<file path="src/sv/mep_pkg.sv">
// Shared types, constants and helpers for the Mandelbrot escape-time pixel block.
package mep_pkg;

   typedef logic signed [31:0] coord_type;
   typedef logic signed [63:0] product_type;

   localparam int DEFAULT_IMAGE_SIZE    = 256;
   localparam int DEFAULT_FRACTION_BITS = 27;

   localparam int CSR_INDEX_WIDTH = 3;
   localparam int COUNT_WIDTH     = 16;
   localparam int SHADE_WIDTH     = 4;

   // Register indexes on the configuration channel.
   localparam logic [CSR_INDEX_WIDTH-1:0] REG_RE_MIN = 3'd0;
   localparam logic [CSR_INDEX_WIDTH-1:0] REG_RE_MAX = 3'd1;
   localparam logic [CSR_INDEX_WIDTH-1:0] REG_IM_MIN = 3'd2;
   localparam logic [CSR_INDEX_WIDTH-1:0] REG_IM_MAX = 3'd3;
   localparam logic [CSR_INDEX_WIDTH-1:0] REG_LIMIT  = 3'd4;

   // Reset window is -2.0 .. 0.5 by -1.25 .. 1.25 in Q5.27.
   localparam coord_type RE_MIN_RESET = 32'shF000_0000;
   localparam coord_type RE_MAX_RESET = 32'sh0400_0000;
   localparam coord_type IM_MIN_RESET = 32'shF600_0000;
   localparam coord_type IM_MAX_RESET = 32'sh0A00_0000;
   localparam logic [COUNT_WIDTH-1:0] LIMIT_RESET = 16'd1000;

   localparam logic [SHADE_WIDTH-1:0] SHADE_AT_LIMIT = 4'd9;
   localparam logic [SHADE_WIDTH-1:0] SHADE_WRAP     = 4'd8;

   // Clamp a wide signed value into the 32-bit coordinate range.
   function automatic coord_type sat32(input logic signed [64:0] x);
      coord_type result;
      if (x > 65'sd2147483647) begin
         result = 32'sh7FFF_FFFF;
      end else if (x < -65'sd2147483648) begin
         result = 32'sh8000_0000;
      end else begin
         result = x[31:0];
      end
      return result;
   endfunction

endpackage

</file>
<file path="src/sv/mep_mul.sv">
// Shared 32 by 32 signed multiplier with a registered product.
module mep_mul (
   input  logic                 clock,
   input  mep_pkg::coord_type   mul_a,
   input  mep_pkg::coord_type   mul_b,
   output mep_pkg::product_type product
);
   import mep_pkg::*;

   product_type product_ff;
   product_type product_in;

   assign product_in = mul_a * mul_b;

   always_ff @(posedge clock) begin
      product_ff <= product_in;
   end

   assign product = product_ff;

endmodule

</file>
<file path="src/sv/mandelbrot_escape_pixel.sv">
// Top level of the Mandelbrot escape-time pixel block: sequencer, datapath and ports.
// After the input transfer the sequencer forms the steps (S_STEP), maps the pixel to c
// (S_MRE, S_MIM, S_CIM), iterates until the iteration limit or an escape stops it, and
// then registers the result (S_DONE). One pixel at a time; each iteration passes S_RR, S_II,
// S_RI and, unless z escapes, S_UPD, as one shared multiplier forms zr*zr, zi*zi and zr*zi in turn.
// Reset is synchronous and active high: the window and limit return to their
// defaults, the sequencer goes idle and no result is pending.
module mandelbrot_escape_pixel #(
   parameter int IMAGE_SIZE    = mep_pkg::DEFAULT_IMAGE_SIZE,
   parameter int FRACTION_BITS = mep_pkg::DEFAULT_FRACTION_BITS
) (
   input  logic                                 clock,
   input  logic                                 reset,
   // Pixel request channel.
   input  logic                                 req_tvalid,
   output logic                                 req_tready,
   input  logic [15:0]                          req_tdata,  // [7:0] pixel_row, [15:8] pixel_column
   // Result channel.
   output logic                                 rsp_tvalid,
   input  logic                                 rsp_tready,
   output logic [23:0]                          rsp_tdata,  // [15:0] escape_count, [19:16] shade_digit, [23:20] zero
   // Configuration write channel.
   input  logic                                 csr_valid,
   output logic                                 csr_ready,
   input  logic [mep_pkg::CSR_INDEX_WIDTH-1:0]  csr_index,
   input  logic [31:0]                          csr_data
);
   import mep_pkg::*;

   // The span is divided by the image size as a shift of floor(log2(IMAGE_SIZE)).
   localparam int SIZE_SHIFT = $clog2(IMAGE_SIZE + 1) - 1;
   // A 32-bit z cannot reach a squared magnitude above 4.0 once the fraction
   // grows past 30 bits, so escape is then impossible.
   localparam bit CAN_ESCAPE = (FRACTION_BITS <= 30);
   localparam logic [64:0] ESC_THRESH =
      CAN_ESCAPE ? (65'd1 << (2 * FRACTION_BITS + 2)) : 65'd0;

   // Sequencer states.
   localparam logic [3:0] S_IDLE = 4'd0;
   localparam logic [3:0] S_STEP = 4'd1;
   localparam logic [3:0] S_MRE  = 4'd2;
   localparam logic [3:0] S_MIM  = 4'd3;
   localparam logic [3:0] S_CIM  = 4'd4;
   localparam logic [3:0] S_RR   = 4'd5;
   localparam logic [3:0] S_II   = 4'd6;
   localparam logic [3:0] S_RI   = 4'd7;
   localparam logic [3:0] S_UPD  = 4'd8;
   localparam logic [3:0] S_DONE = 4'd9;

   // Configuration registers.
   coord_type               re_min_ff, re_max_ff, im_min_ff, im_max_ff;
   logic [COUNT_WIDTH-1:0]  limit_ff;

   // Sequencer and datapath registers.
   logic [3:0]              state_ff, state_in;
   logic [7:0]              row_ff, row_in;
   logic [7:0]              col_ff, col_in;
   coord_type               step_re_ff, step_re_in;
   coord_type               step_im_ff, step_im_in;
   coord_type               c_re_ff, c_re_in;
   coord_type               c_im_ff, c_im_in;
   coord_type               zr_ff, zr_in;
   coord_type               zi_ff, zi_in;
   product_type             rr_ff, rr_in;
   product_type             diff_ff, diff_in;
   logic [COUNT_WIDTH-1:0]  count_ff, count_in;
   logic [SHADE_WIDTH-1:0]  mod9_ff, mod9_in;

   // Output register.
   logic                    rsp_valid_ff, rsp_valid_in;
   logic [COUNT_WIDTH-1:0]  rsp_count_ff, rsp_count_in;
   logic [SHADE_WIDTH-1:0]  rsp_shade_ff, rsp_shade_in;

   // Shared multiplier.
   coord_type               mul_a, mul_b;
   product_type             product;

   // Datapath helpers.
   logic signed [32:0]      span_re, span_im;
   logic signed [32:0]      span_re_shifted, span_im_shifted;
   coord_type               map_base;
   logic signed [64:0]      map_sum;
   logic [64:0]             mag_sum;
   logic                    escape;
   logic signed [64:0]      new_r_wide, new_i_wide;
   logic                    slot_free;

   mep_mul u_mul (
      .clock   (clock),
      .mul_a   (mul_a),
      .mul_b   (mul_b),
      .product (product)
   );

   // Config writes are always taken; the user must have them arrive only while the block is idle, unenforced.
   assign csr_ready = 1'b1;

   always_ff @(posedge clock) begin
      if (reset) begin
         re_min_ff <= RE_MIN_RESET;
         re_max_ff <= RE_MAX_RESET;
         im_min_ff <= IM_MIN_RESET;
         im_max_ff <= IM_MAX_RESET;
         limit_ff  <= LIMIT_RESET;
      end else if (csr_valid && csr_ready) begin
         case (csr_index)
            REG_RE_MIN: re_min_ff <= csr_data;
            REG_RE_MAX: re_max_ff <= csr_data;
            REG_IM_MIN: im_min_ff <= csr_data;
            REG_IM_MAX: im_max_ff <= csr_data;
            REG_LIMIT:  limit_ff  <= csr_data[COUNT_WIDTH-1:0];
            default: ;
         endcase
      end
   end

   // Step per pixel: the window span shifted right, which rounds toward minus
   // infinity. A shift of at least one keeps it within 32 bits.
   assign span_re         = 33'(re_max_ff) - 33'(re_min_ff);
   assign span_im         = 33'(im_max_ff) - 33'(im_min_ff);
   assign span_re_shifted = span_re >>> SIZE_SHIFT;
   assign span_im_shifted = span_im >>> SIZE_SHIFT;

   // Coordinate = window minimum + step * index, saturated.
   assign map_base = (state_ff == S_MIM) ? re_min_ff : im_min_ff;
   assign map_sum  = 65'(map_base) + 65'(product);

   // Squared magnitude; both squares are nonnegative.
   assign mag_sum = {1'b0, rr_ff} + {1'b0, product};
   assign escape  = CAN_ESCAPE && (mag_sum > ESC_THRESH);

   // Next z: real part from the registered difference of squares, imaginary
   // part from the cross product, which the shift by one less fraction bit doubles.
   assign new_r_wide = 65'(diff_ff >>> FRACTION_BITS) + 65'(c_re_ff);
   assign new_i_wide = 65'(product >>> (FRACTION_BITS - 1)) + 65'(c_im_ff);

   // The output register can take a new result when it is empty or being drained.
   assign slot_free = !rsp_valid_ff || rsp_tready;

   // Multiplier operand selection per state.
   always_comb begin
      mul_a = zr_ff;
      mul_b = zr_ff;
      case (state_ff)
         S_MRE: begin
            mul_a = step_re_ff;
            mul_b = {24'd0, col_ff};
         end
         S_MIM: begin
            mul_a = step_im_ff;
            mul_b = {24'd0, row_ff};
         end
         S_RR: begin
            mul_a = zr_ff;
            mul_b = zr_ff;
         end
         S_II: begin
            mul_a = zi_ff;
            mul_b = zi_ff;
         end
         S_RI: begin
            mul_a = zr_ff;
            mul_b = zi_ff;
         end
         default: ;
      endcase
   end

   // Sequencer. One pixel at a time: map, then S_RR, S_II, S_RI and, unless escaped, S_UPD per iteration.
   always_comb begin
      state_in     = state_ff;
      row_in       = row_ff;
      col_in       = col_ff;
      step_re_in   = step_re_ff;
      step_im_in   = step_im_ff;
      c_re_in      = c_re_ff;
      c_im_in      = c_im_ff;
      zr_in        = zr_ff;
      zi_in        = zi_ff;
      rr_in        = rr_ff;
      diff_in      = diff_ff;
      count_in     = count_ff;
      mod9_in      = mod9_ff;
      rsp_valid_in = rsp_valid_ff;
      rsp_count_in = rsp_count_ff;
      rsp_shade_in = rsp_shade_ff;

      // The consumer draining the output register.
      if (rsp_valid_ff && rsp_tready) begin
         rsp_valid_in = 1'b0;
      end

      case (state_ff)
         S_IDLE: begin
            if (req_tvalid) begin
               row_in   = req_tdata[7:0];
               col_in   = req_tdata[15:8];
               state_in = S_STEP;
            end
         end
         S_STEP: begin
            step_re_in = span_re_shifted[31:0];
            step_im_in = span_im_shifted[31:0];
            zr_in      = '0;
            zi_in      = '0;
            count_in   = '0;
            mod9_in    = '0;
            state_in   = S_MRE;
         end
         S_MRE: begin
            state_in = S_MIM;
         end
         S_MIM: begin
            c_re_in  = sat32(map_sum);
            state_in = S_CIM;
         end
         S_CIM: begin
            c_im_in  = sat32(map_sum);
            state_in = S_RR;
         end
         S_RR: begin
            // The limit check comes before any escape test of this iteration.
            if (count_ff >= limit_ff) begin
               state_in = S_DONE;
            end else begin
               state_in = S_II;
            end
         end
         S_II: begin
            rr_in    = product;
            state_in = S_RI;
         end
         S_RI: begin
            diff_in = rr_ff - product;
            if (escape) begin
               state_in = S_DONE;
            end else begin
               state_in = S_UPD;
            end
         end
         S_UPD: begin
            zr_in    = sat32(new_r_wide);
            zi_in    = sat32(new_i_wide);
            count_in = count_ff + 1'b1;
            mod9_in  = (mod9_ff == SHADE_WRAP) ? '0 : mod9_ff + 1'b1;
            state_in = S_RR;
         end
         S_DONE: begin
            if (slot_free) begin
               rsp_valid_in = 1'b1;
               rsp_count_in = count_ff;
               rsp_shade_in = (count_ff >= limit_ff) ? SHADE_AT_LIMIT : mod9_ff;
               state_in     = S_IDLE;
            end
         end
         default: begin
            state_in = S_IDLE;
         end
      endcase
   end

   always_ff @(posedge clock) begin
      if (reset) begin
         state_ff     <= S_IDLE;
         rsp_valid_ff <= 1'b0;
      end else begin
         state_ff     <= state_in;
         rsp_valid_ff <= rsp_valid_in;
      end
   end

   always_ff @(posedge clock) begin
      row_ff       <= row_in;
      col_ff       <= col_in;
      step_re_ff   <= step_re_in;
      step_im_ff   <= step_im_in;
      c_re_ff      <= c_re_in;
      c_im_ff      <= c_im_in;
      zr_ff        <= zr_in;
      zi_ff        <= zi_in;
      rr_ff        <= rr_in;
      diff_ff      <= diff_in;
      count_ff     <= count_in;
      mod9_ff      <= mod9_in;
      rsp_count_ff <= rsp_count_in;
      rsp_shade_ff <= rsp_shade_in;
   end

   // A new pixel is taken only while idle; a waiting result does not block it.
   assign req_tready = (state_ff == S_IDLE);
   assign rsp_tvalid = rsp_valid_ff;
   assign rsp_tdata  = {4'd0, rsp_shade_ff, rsp_count_ff};

endmodule

</file>
<file path="config.mk">
export PLATFORM = sky130hd
export DESIGN_NAME = mandelbrot_escape_pixel
export DESIGN_NICKNAME = d
export VERILOG_FILES = /design/src/sv/mep_pkg.sv /design/src/sv/mep_mul.sv /design/src/sv/mandelbrot_escape_pixel.sv
export SDC_FILE = /design/constraint.sdc
export NUM_CORES = 2
export LEC_CHECK = 0
export ABC_AREA = 1
export BUFFER_PORTS_ARGS = -buffer_cell sky130_fd_sc_hd__buf_2
export CAP_MARGIN = 20
export CORE_MARGIN = 4
export CORE_UTILIZATION = 40
export DETAILED_ROUTE_END_ITERATION = 10
export REMOVE_ABC_BUFFERS = 1
export SLEW_MARGIN = 20
export SYNTH_ARGS = -nofsm -noshare
export SYNTH_HDL_FRONTEND = slang
export SYNTH_HIERARCHICAL = 1
export SYNTH_SLANG_ARGS = --single-unit
</file>
<file path="constraint.sdc">
create_clock -name clock -period 27.4 [get_ports clock]
set_input_delay 5.48 -clock clock [delete_from_list [all_inputs] [get_ports clock]]
set_output_delay 5.48 -clock clock [all_outputs]
set_load 0.02 [all_outputs]
</file>
==> flow_summary.json <==
{
  "timing.critical_path.mode_cell": "sky130_fd_sc_hd__fa_1",
  "grt_overflow_total": 0,
  "cts_max_path_buffers": 3,
  "drt_pre_antenna_iters": 9,
  "clock_insertion_delay_worst_skew_ns": 0.71,
  "setup_viol": 0,
  "relSlewSlack": 0.249,
  "post_route_cells_drive_above_1_share": 0.0460,
  "via_count_of_the_first_global_routing_pass": 71900,
  "critPathCaptureType": "register",
  "max_freq_ghz": 0.0923,
  "timing.final.hold_violations": 0,
  "die_area_um2": 208000,
  "fp.dieW_um": 457,
  "gp_congestion": 1.00,
  "layout-area-overhead-vs-synth_pct": 7.62,
  "post_synth_instance_area_um2": 80500,
  "design.portCount": 83,
  "grt_usage": 0.278,
  "final_cell_mix": "sky130_fd_sc_hd__nand2_1, sky130_fd_sc_hd__inv_1, sky130_fd_sc_hd__fa_1",
  "cts_num_sinks": 548,
  "post_synth_inst_count": 10800,
  "synth-seq-area-share": 0.178,
  "final_nets": 12400,
  "worst_pin_slew_ns": 1.12,
  "yosysUniqueCellTypes": 69,
  "cts_htree_levels": 3,
  "cts-root-buf": "sky130_fd_sc_hd__clkbuf_16",
  "worstHoldPathType": "register to register",
  "number_of_drc_violations_after_detailed_routing_iteration_0": 5822,
  "detailedPlacementHpwl_um": 245000,
  "clk_transition_reported_paths_ns": 0.06,
  "ys_ff_latch": 548,
  "drt_wl_total_um": 293000,
  "coreArea_um2": 200000,
  "detail-route-antenna-nets": 0,
  "mostFrequentLayoutCell": "sky130_fd_sc_hd__nand2_1",
  "number_of_violations_of_the_max_capacitance_limit": 0,
  "final.setup.tns_ns": 0,
  "clock-skew-final_ns": 0.0732,
  "critical_path_class": "register to register",
  "outcome": "finished clean",
  "dr_total_vias": 70300,
  "postSynthAreaPerCell_um2": 7.45,
  "initial_core_util": 0.403,
  "post_cts_resize_count": 0,
  "largest_fanout_on_the_critical_path": 68,
  "grt_pass1_wl_um": 440000,
  "synth-warning-count": 6,
  "io_buffers": 77,
  "rsz_0062_raised_after_global_routing": "no",
  "crit_path_max_delay_cell_type": "sky130_fd_sc_hd__fa_1",
  "layout.filler_cells": 20500,
  "cts_hold_repair.buffers": 0,
  "detail_route.vias_per_cell": 5.23,
  "cts_tree": "done",
  "worstPathArrival_ns": 11.39,
  "placementRows": 164,
  "cts_post_setup_buffers_inserted": 0,
  "cts_inserted_buffers": 71,
  "critPathMaxStageDelay_ns": 0.88,
  "layout_worst_path_cycle_share": 0.395,
  "maximum_number_of_pins_on_one_net_before_global_route_repair": 113,
  "final-max-slew-violation-count": 0,
  "dieHeight_um": 457,
  "cp.required_ns": 27.96,
  "worst_setup_path_start_kind": "register",
  "routed_wire_length_per_instance_um": 21.8,
  "fin_crit_ns": 10.83,
  "reg2reg_slack_ns": 16.57,
  "antenna_violations_before_repair": 13,
  "route.detailed.drc": 0
}
[layer usage]
| layer | vias to the layer above | wire length, um | share of wire | GRT usage |
|---|---|---|---|---|
| met1 | 34700 | 123000 | 0.42 | 0.360 |
| met3 | 517 | 18600 | 0.063 | 0.0390 |
| li1 | 32700 | - | - | - |
| met2 | 2333 | 140000 | 0.48 | 0.472 |
| met4 | 4 | 12600 | 0.043 | 0.103 |
| met5 | - | 24 | 0.000082 | 0 |
[synth_stat cells (all sizes together)]
cell     instances  area share
a21oi          612       0.039
xor2           196       0.022
a22o             7     0.00076
o21a            22      0.0021
buf             36      0.0035
o2111ai         27      0.0029
mux2             1     0.00014
inv           2490        0.12
a2111oi          3     0.00033
clkinv           5     0.00023
o21bai          54      0.0052
nor3            77      0.0050
a221oi           5     0.00054
nand3b          21      0.0020
nand2b           2     0.00016
xnor2           60      0.0065
o21ai          474       0.031
a211oi          10     0.00099
o221a            1     0.00014
nor2           894       0.042
nand2         2755        0.13
edfxtp         335        0.12
conb             2    0.000093
ha             531       0.083
nand3          284       0.018
nand4           88      0.0068
or2b             1    0.000093
clkbuf         296       0.014
a311o            1     0.00012
and3             8     0.00062
a2111o           1     0.00014
o31ai            3     0.00028
fa            1086        0.27
and2             1    0.000078
nor4b            1     0.00011
a31oi           55      0.0043
o211ai          38      0.0035
a21boi          26      0.0025
dfxtp          213       0.053
nor4            27      0.0023
nor3b            2     0.00019
a21o            40      0.0038
o221ai           6     0.00065
or2             12     0.00093
[final timing paths]
path              cells past startpoint                       from                   endpoint
setup / recovery                     31   state_ff[0]$_SDFFE_PP0P_  u_mul/product[61]$_DFF_P_
hold / removal                        2  re_max_ff[0]$_SDFFE_PP0P_  re_max_ff[0]$_SDFFE_PP0P_
setup reg to reg                     31   state_ff[0]$_SDFFE_PP0P_  u_mul/product[61]$_DFF_P_
hold reg to reg                       2  re_max_ff[0]$_SDFFE_PP0P_  re_max_ff[0]$_SDFFE_PP0P_
[critical path: cells and delay by family (launching register included)]
family                     cells  cell delay [ns]
and+or+nand+nor               12             2.00
buffers and inverters         10             3.06
DFF                            1             0.77
adders and majority gates      9             4.78
[flip-flops by register name (all words and copies together), names as in the netlist, 8 cells and up]
register / count
diff_ff: 37
im_min_ff: 32
rsp_count_ff: 16
im_max_ff: 32
re_max_ff: 32
row_ff: 8
rr_ff: 64
step_im_ff: 25
re_min_ff: 32
step_re_ff: 25
c_re_ff: 32
u_mul/product: 64
zi_ff: 32
count_ff: 16
c_im_ff: 32
zr_ff: 32
col_ff: 8
limit_ff: 16
[cell type report]
class	instances	area, um2	share of cell area
Clock inverter	45	687	0.00793
Timing Repair Buffer	174	1130	0.0130
Antenna cell	2	5.00	0.0000578
Tap cell	2656	3320	0.0384
Inverter	2495	9370	0.108
Sequential cell	548	14300	0.165
Clock buffer	86	1900	0.0219
Multi-Input combinational cell	7437	55900	0.645
[stage by stage]
stage / worst slack [ns] / instance area [um2] / cells / utilization / hold slack [ns]
after floorplan: 14.22 / 79100 / 10500 / - / 0.427
after global placement: 16.67 / 84000 / 13300 / 0.420 / 0.440
after detailed placement: 16.61 / 84000 / 13300 / 0.420 / 0.446
after CTS: 16.56 / 86600 / 13400 / 0.433 / 0.455
after global routing: 15.92 / 86600 / 13400 / 0.433 / 0.481
final: 16.57 / 86600 / 13400 / 0.433 / 0.452
[kinds of logic (layout without fill, tap and decap cells)]
group / after synthesis / in the layout / synth area share
AO/OA/AOI/OAI: 1385 / 1385 / 0.0982
XOR/XNOR: 256 / 256 / 0.0283
adder cells (fa/ha/maj): 1617 / 1617 / 0.353
buffers and inverters: 2827 / 2800 / 0.134
flip-flops: 548 / 548 / 0.178
multiplexers: 1 / 1 / 0.000140
other: 2 / 7 / 0.0000933
AND/OR/NAND/NOR: 4173 / 4173 / 0.209
Power is left out: the tool's default activity adds up to more than one toggle a clock period on the data nets, which glitch-free logic cannot reach.
